### src/rtl/fmk3_pkg.sv
// Shared types and constants for the float-to-Morton-key block.
package fmk3_pkg;

  localparam int FRACTION_BITS = 20;
  localparam int COORD_BITS    = 21;
  localparam int FLOAT_BITS    = 32;
  localparam int KEY_BITS      = 63;
  localparam int LANES         = 3;

  // Exponent bias plus mantissa length of a single-precision value.
  localparam int EXP_OFFSET    = 150;
  localparam int MANT_BITS     = 24;
  localparam logic [7:0] EXP_SPECIAL = 8'hFF;
  localparam logic [7:0] EXP_ZERO    = 8'h00;

  typedef struct packed {
    logic [FLOAT_BITS-1:0] x_coord;
    logic [FLOAT_BITS-1:0] y_coord;
    logic [FLOAT_BITS-1:0] z_coord;
  } in_item_t;

  typedef struct packed {
    logic [KEY_BITS-1:0] morton_key;
    logic                range_error;
  } out_item_t;

  typedef struct packed {
    logic [COORD_BITS-1:0] coord;
    logic                  bad;
  } lane_res_t;

endpackage

### src/rtl/float_to_morton_key_3d_top.sv
// Top level of the float-to-Morton-key block: three conversion lanes and a merge stage.
//
//  Channel | Ports                         | Direction | Carries
//  --------+-------------------------------+-----------+------------------------------
//  input   | in_valid, in_stall, in_item   | in        | x, y, z as single-precision
//  output  | out_valid, out_stall, out_item| out       | 63-bit key and error flag
//
// Each item passes through the lane registers, where three identical lanes
// scale and truncate x, y and z in parallel, and then through the output
// register, after the merge stage interleaves the bits.
// A new item is accepted every cycle while the output is taken.
// While the output is stalled, one further item is accepted into the lane
// registers; in_stall rises only when both stages hold an item.
// Reset is synchronous and active low and clears only the valid flags.
module float_to_morton_key_3d_top
  import fmk3_pkg::*;
(
  input  logic      clk,
  input  logic      rst_n,
  input  logic      in_valid,
  output logic      in_stall,
  input  in_item_t  in_item,
  output logic      out_valid,
  input  logic      out_stall,
  output out_item_t out_item
);

  logic      s1_valid_r;
  logic      s1_valid_nxt;
  logic      s2_load;
  logic      s1_free;
  logic      in_accept;
  lane_res_t x_res;
  lane_res_t y_res;
  lane_res_t z_res;

  // The lane stage drains into the output register unless that register
  // holds an item that is still stalled.
  assign s2_load   = s1_valid_r && !(out_valid && out_stall);
  assign s1_free   = !s1_valid_r || s2_load;
  assign in_stall  = !s1_free;
  assign in_accept = in_valid && s1_free;

  always_comb begin
    if (in_accept) begin
      s1_valid_nxt = 1'b1;
    end else if (s2_load) begin
      s1_valid_nxt = 1'b0;
    end else begin
      s1_valid_nxt = s1_valid_r;
    end
  end

  always_ff @(posedge clk) begin
    if (!rst_n) begin
      s1_valid_r <= 1'b0;
    end else begin
      s1_valid_r <= s1_valid_nxt;
    end
  end

  // One lane per coordinate; all three see the same load enable.
  fmk3_lane u_lane_x (
    .clk        (clk),
    .en         (in_accept),
    .coord_bits (in_item.x_coord),
    .res_r      (x_res)
  );

  fmk3_lane u_lane_y (
    .clk        (clk),
    .en         (in_accept),
    .coord_bits (in_item.y_coord),
    .res_r      (y_res)
  );

  fmk3_lane u_lane_z (
    .clk        (clk),
    .en         (in_accept),
    .coord_bits (in_item.z_coord),
    .res_r      (z_res)
  );

  fmk3_merge u_merge (
    .clk         (clk),
    .rst_n       (rst_n),
    .load        (s2_load),
    .x_res       (x_res),
    .y_res       (y_res),
    .z_res       (z_res),
    .out_stall   (out_stall),
    .out_valid_r (out_valid),
    .out_item_r  (out_item)
  );

  // The input side only stalls when the lane stage holds an item.
  a_stall_needs_item: assert property (@(posedge clk) disable iff (!rst_n)
    in_stall |-> s1_valid_r)
    else $error("input stalled with an empty lane stage");

  // A flagged item never carries a nonzero key.
  a_error_zero_key: assert property (@(posedge clk) disable iff (!rst_n)
    out_valid |-> !(out_item.range_error && (out_item.morton_key != '0)))
    else $error("range error with nonzero key");

  // An item blocked behind a stalled output stays in the lane stage.
  a_s1_hold: assert property (@(posedge clk) disable iff (!rst_n)
    (s1_valid_r && out_valid && out_stall) |=> s1_valid_r)
    else $error("lane stage item lost under output stall");

  // An item moved out of the lane stage shows up at the output.
  a_s2_load: assert property (@(posedge clk) disable iff (!rst_n)
    s2_load |=> out_valid)
    else $error("item moved to output but output not valid");

endmodule

### src/rtl/fmk3_lane.sv
// One conversion lane: single-precision value to a scaled, truncated integer.
module fmk3_lane
  import fmk3_pkg::*;
(
  input  logic                  clk,
  input  logic                  en,
  input  logic [FLOAT_BITS-1:0] coord_bits,
  output lane_res_t             res_r
);

  logic                 sign_c;
  logic [7:0]           expo_c;
  logic [MANT_BITS-1:0] mant_c;
  logic [9:0]           shift_c;
  logic [9:0]           shamt_c;
  logic [MANT_BITS-1:0] val_c;
  logic                 bad_c;
  lane_res_t            res_nxt;

  always_comb begin
    sign_c  = coord_bits[FLOAT_BITS-1];
    expo_c  = coord_bits[30:23];
    mant_c  = {1'b1, coord_bits[22:0]};
    // Signed shift: positive means a left shift of the mantissa.
    shift_c = 10'({2'b00, expo_c}) + 10'(FRACTION_BITS) - 10'(EXP_OFFSET);
    shamt_c = 10'd0 - shift_c;
    val_c   = '0;
    bad_c   = 1'b0;
    if (expo_c == EXP_SPECIAL) begin
      bad_c = 1'b1;
    end else if (expo_c != EXP_ZERO) begin
      if (!shift_c[9]) begin
        // The value is at least 2^(MANT_BITS-1), beyond any coordinate range.
        bad_c = 1'b1;
      end else if (shamt_c < 10'(MANT_BITS)) begin
        val_c = mant_c >> shamt_c[4:0];
      end
    end
    if (sign_c && (val_c != '0)) begin
      bad_c = 1'b1;
    end
    if ((val_c >> COORD_BITS) != '0) begin
      bad_c = 1'b1;
    end
    res_nxt.coord = val_c[COORD_BITS-1:0];
    res_nxt.bad   = bad_c;
  end

  always_ff @(posedge clk) begin
    if (en) begin
      res_r <= res_nxt;
    end
  end

endmodule

### src/rtl/fmk3_merge.sv
// Merge stage: interleaves the three lane results into the key and holds the output item.
module fmk3_merge
  import fmk3_pkg::*;
(
  input  logic      clk,
  input  logic      rst_n,
  input  logic      load,
  input  lane_res_t x_res,
  input  lane_res_t y_res,
  input  lane_res_t z_res,
  input  logic      out_stall,
  output logic      out_valid_r,
  output out_item_t out_item_r
);

  logic [KEY_BITS-1:0] key_c;
  logic                bad_c;
  out_item_t           out_item_nxt;
  logic                out_valid_nxt;

  always_comb begin
    key_c = '0;
    for (int k = 0; k < COORD_BITS; k++) begin
      key_c[3*k]     = x_res.coord[k];
      key_c[3*k + 1] = y_res.coord[k];
      key_c[3*k + 2] = z_res.coord[k];
    end
    bad_c = x_res.bad | y_res.bad | z_res.bad;
    out_item_nxt.morton_key  = bad_c ? '0 : key_c;
    out_item_nxt.range_error = bad_c;
  end

  always_comb begin
    if (load) begin
      out_valid_nxt = 1'b1;
    end else if (out_stall) begin
      out_valid_nxt = out_valid_r;
    end else begin
      out_valid_nxt = 1'b0;
    end
  end

  always_ff @(posedge clk) begin
    if (!rst_n) begin
      out_valid_r <= 1'b0;
    end else begin
      out_valid_r <= out_valid_nxt;
    end
  end

  always_ff @(posedge clk) begin
    if (load) begin
      out_item_r <= out_item_nxt;
    end
  end

endmodule
### config.mk
export PLATFORM = sky130hd
export DESIGN_NAME = float_to_morton_key_3d_top
export DESIGN_NICKNAME = d
export VERILOG_FILES = /design/src/rtl/fmk3_pkg.sv /design/src/rtl/float_to_morton_key_3d_top.sv /design/src/rtl/fmk3_lane.sv /design/src/rtl/fmk3_merge.sv
export SDC_FILE = /design/constraint.sdc
export NUM_CORES = 1
export LEC_CHECK = 0
export CAP_MARGIN = 20
export CORE_AREA = 2 2 141 143
export DETAILED_ROUTE_END_ITERATION = 8
export DIE_AREA = 0 0 143 145
export DONT_BUFFER_PORTS = 1
export HOLD_SLACK_MARGIN = 0.03
export PLACE_DENSITY = 0.69
export SLEW_MARGIN = 20
export SYNTH_ARGS = -nofsm -noshare
export SYNTH_HDL_FRONTEND = slang
export SYNTH_HIERARCHICAL = 1
export SYNTH_SLANG_ARGS = --single-unit
### constraint.sdc
create_clock -name clk -period 6.5 [get_ports clk]
set_clock_uncertainty 0.2 [all_clocks]
set_input_delay 1.3 -clock clk [delete_from_list [all_inputs] [get_ports clk]]
set_output_delay 1.3 -clock clk [all_outputs]
set_load 0.03 [all_outputs]
==> results.md <==
- Crit start category: primary input
- Normalized max-slew margin: 30.2%
- Largest net degree at the start of global routing: 66
- Fmax: 216 MHz
- Vias in the first global route: 6785
- Die Span Y: 145 um
- Most frequent cells in the layout: 130 x edfxtp_1, 95 x nand2_1, 63 x nor2_1
- Register area: 3940 sq um
- Max_cap viols: 0
- Sink Count: 132
- DR DRC count: 0
- Global-route usage over all layers: 22.6%
- ANT cells: 0
- Delay-heaviest family, CP: multiplexers
- I/O Buffers: 0
- Area grow syn2layout: 7.03%
- Hold Buf Count CTS: 0
- Required @ worst endpoint: 6.45 ns
- Max incr delay on CP: 0.63 ns
- Unrepaired setup endpoints after global routing: no
- Die Footprint: 20700 sq um
- Syn avg cell area: 10.8 sq um
- CTS tree: done
- GRT overflow: 0
- Hold Fails Final Rpt: 0
- Minimum clock period: 4.63 ns
- Primary FF master, synth: edfxtp_1
- Most common cell after layout, fill and taps aside: edfxtp_1
- Clk buf depth: 2
- Global-route wire length before repair: 37200 um
- Post-synth top area share: 39.6%
- Max-slew violations: 0
- Vias/cell: 6.20
- R2R setup slack: 3.97 ns
- Fin area: 10500 sq um
- Least-Margin Pin Slew: 1.05 ns
- Nets@finish: 995
- Library cells used by synthesis: 80
- Post-route total power: 0.00267 W
- WL/cell: 19.8 um
- Initial antenna violation count: 0
- Core area: 19200 sq um
- Routed WL: 22900 um
- Yosys warning total: 6
- Worst min path class: register to register
- Die width: 143 um
- Slowest library cell on the worst path: ha_1
- 1st-iter DRT viols: 610
- Antenna viol nets, final: 0
- CP most frequent cell: nor4_1
- Starting Density: 51.3%
- Hpwl dp: 17000 um
- Cell Chain, Critical Path: inv_2 -> ha_1 -> buf_4 -> mux4_1 -> mux2_2 -> and3b_1 -> a31oi_1 -> nor4_1 -> nor4_1 -> o21ai_1 -> nand4_1
- Tcrit/Tclk final: 71.2%
- Synth Instances: 909
- Setup TNS: 0 ns
- Sequential area share after synthesis: 40.0%
- WS Path Type: primary input to register
- Critical Path Sink Type: register
- Placed cell areas: 9930 sq um
- # rows: 51
- VDD IR max: 0.153 mV
- Syn Nets: 1024
- CP Buf/Inv Count: 2
- Biggest area consumer among synthesized cells: edfxtp_1
- Synthesized area: 9850 sq um
- Final Wtd Congestion: 0.943
- Status: finished, final reports clean
- Area contributors post-synth: edfxtp_1 40%, mux4_2 8.0%, mux2i_1 5.5%
- Ys async rst share: 0%
- I/O pin count: 166
- EDFF count, synth: 130
- Clk root buf: clkbuf_16
- PostCTS Resize Cnt: 0
- Drt pass-1 iters: 5
- TritonCTS Buffers: 17
- FILL cells: 1650
- Worst skew pair latency: 0.42 ns
- Multi-input logic area: 5490 sq um
- Final Setup Violations: 0
- H-tree depth: 4
- Via count: 7184
- Layout cells sized above 1: 21.2%
- #FFs+latches synth: 132
- Clk slew on worst S/H paths: 0.06 ns
- Cell area power density: 254 nW/um^2
- CP Max Fanout: 20
- Arrival time at the worst endpoint: 4.58 ns
- Setup bufs post-CTS: 0
- Static Leakage: 3.76 nW
==> routing by layer <==
metal  up-vias  track usage, %  part of all wire [%]
met2       286            33.7                    46
met1      3422            32.1                    45
met5         -               0                     0
met3        41            6.17                   6.8
met4         0            7.03                   1.9
li1       3435               -                     -
==> worst register-to-register path: stages, from the launching register on <==
cell and delay, ns:
dfxtp_1 0.46, and3_4 0.32, nor2b_4 0.63, buf_4 0.56
==> final cells by class <==
type,instances,share of cell area (%)
clock buffers,17,4.04
clock inverters,15,1.72
inverters,22,0.783
multi-input cells,696,52.1
flip-flops and latches,132,37.4
well taps,265,3.15
repair buffers,11,0.783
==> metrics by stage <==
stage,util [%],cells,setup slack (ns),hold slack (ns)
floorplan,-,909,1.34,0.297
global placement,51.7,1126,1.65,0.299
detailed placement,51.7,1126,1.51,0.303
CTS,54.9,1158,1.95,0.317
global route,54.9,1158,1.69,0.334
finish,54.9,1158,1.87,0.314
==> power by group <==
group	internal [W]	switching, W	total, W
logic	0.000277	0.000397	0.000674
registers	0.000983	0.0000573	0.00104
clock network	0.000553	0.000408	0.000960
total	0.00181	0.000862	0.00267
==> sequential cells by signal, indices dropped and copies added, names as in the netlist <==
signal and flops:
s1_valid_r 1, u_lane_x/res_r 22, u_lane_y/res_r 22, u_lane_z/res_r 22
u_merge/out_item_r 64, u_merge/out_valid_r 1
==> cells in the mapped netlist, types with 4 or more instances <==
library cell / count
nand3_1: 21
a22oi_1: 9
o211ai_1: 6
and2_1: 21
a311o_1: 7
nor3b_1: 4
inv_1: 18
nor2_1: 63
and2_2: 48
xnor2_1: 13
o221ai_1: 4
nand2b_1: 9
buf_4: 7
a211oi_1: 15
a31oi_1: 13
buf_6: 7
xor2_1: 5
a21oi_1: 27
o22ai_1: 4
o21ai_0: 23
edfxtp_1: 130
nor4_1: 12
a211o_1: 9
nor4_2: 5
nand2_1: 95
nor2b_1: 17
and3_1: 10
mux2_2: 23
o41ai_1: 4
mux4_1: 6
o21ai_1: 4
nor3_1: 26
nand4_1: 20
or3_1: 5
mux4_2: 35
buf_2: 12
mux2i_1: 54
ha_1: 15
clkbuf_1: 23
clkbuf_2: 6
==> cells by family (layout without fill, tap and decap cells) <==
logic type | Yosys count | in the layout | synth area share, %
adder cells (fa/ha/maj) | 15 | 15 | 1.91
AO/OA/AOI/OAI | 162 | 162 | 12.4
buffers and inverters | 81 | 65 | 4.45
multiplexers | 119 | 119 | 17.9
XOR/XNOR | 21 | 21 | 2.32
flip-flops | 132 | 132 | 40.0
AND/OR/NAND/NOR | 379 | 379 | 21.0
==> worst paths after layout <==
| path | from | endpoint | depth (start not counted) |
|---|---|---|---|
| min reg2reg | u_lane_z/res_r[4]$_DFFE_PP_ | u_merge/out_item_r[12]$_SDFFCE_PP0P_ | 1 |
| min | u_lane_z/res_r[4]$_DFFE_PP_ | u_merge/out_item_r[12]$_SDFFCE_PP0P_ | 1 |
| max reg2reg | u_merge/out_valid_r$_SDFFE_PN0P_ | u_lane_z/res_r[2]$_DFFE_PP_ | 3 |
| max | in_item[87] | u_lane_x/res_r[0]$_SDFFCE_PP1P_ | 11 |
(Power assumes the default switching activity.)
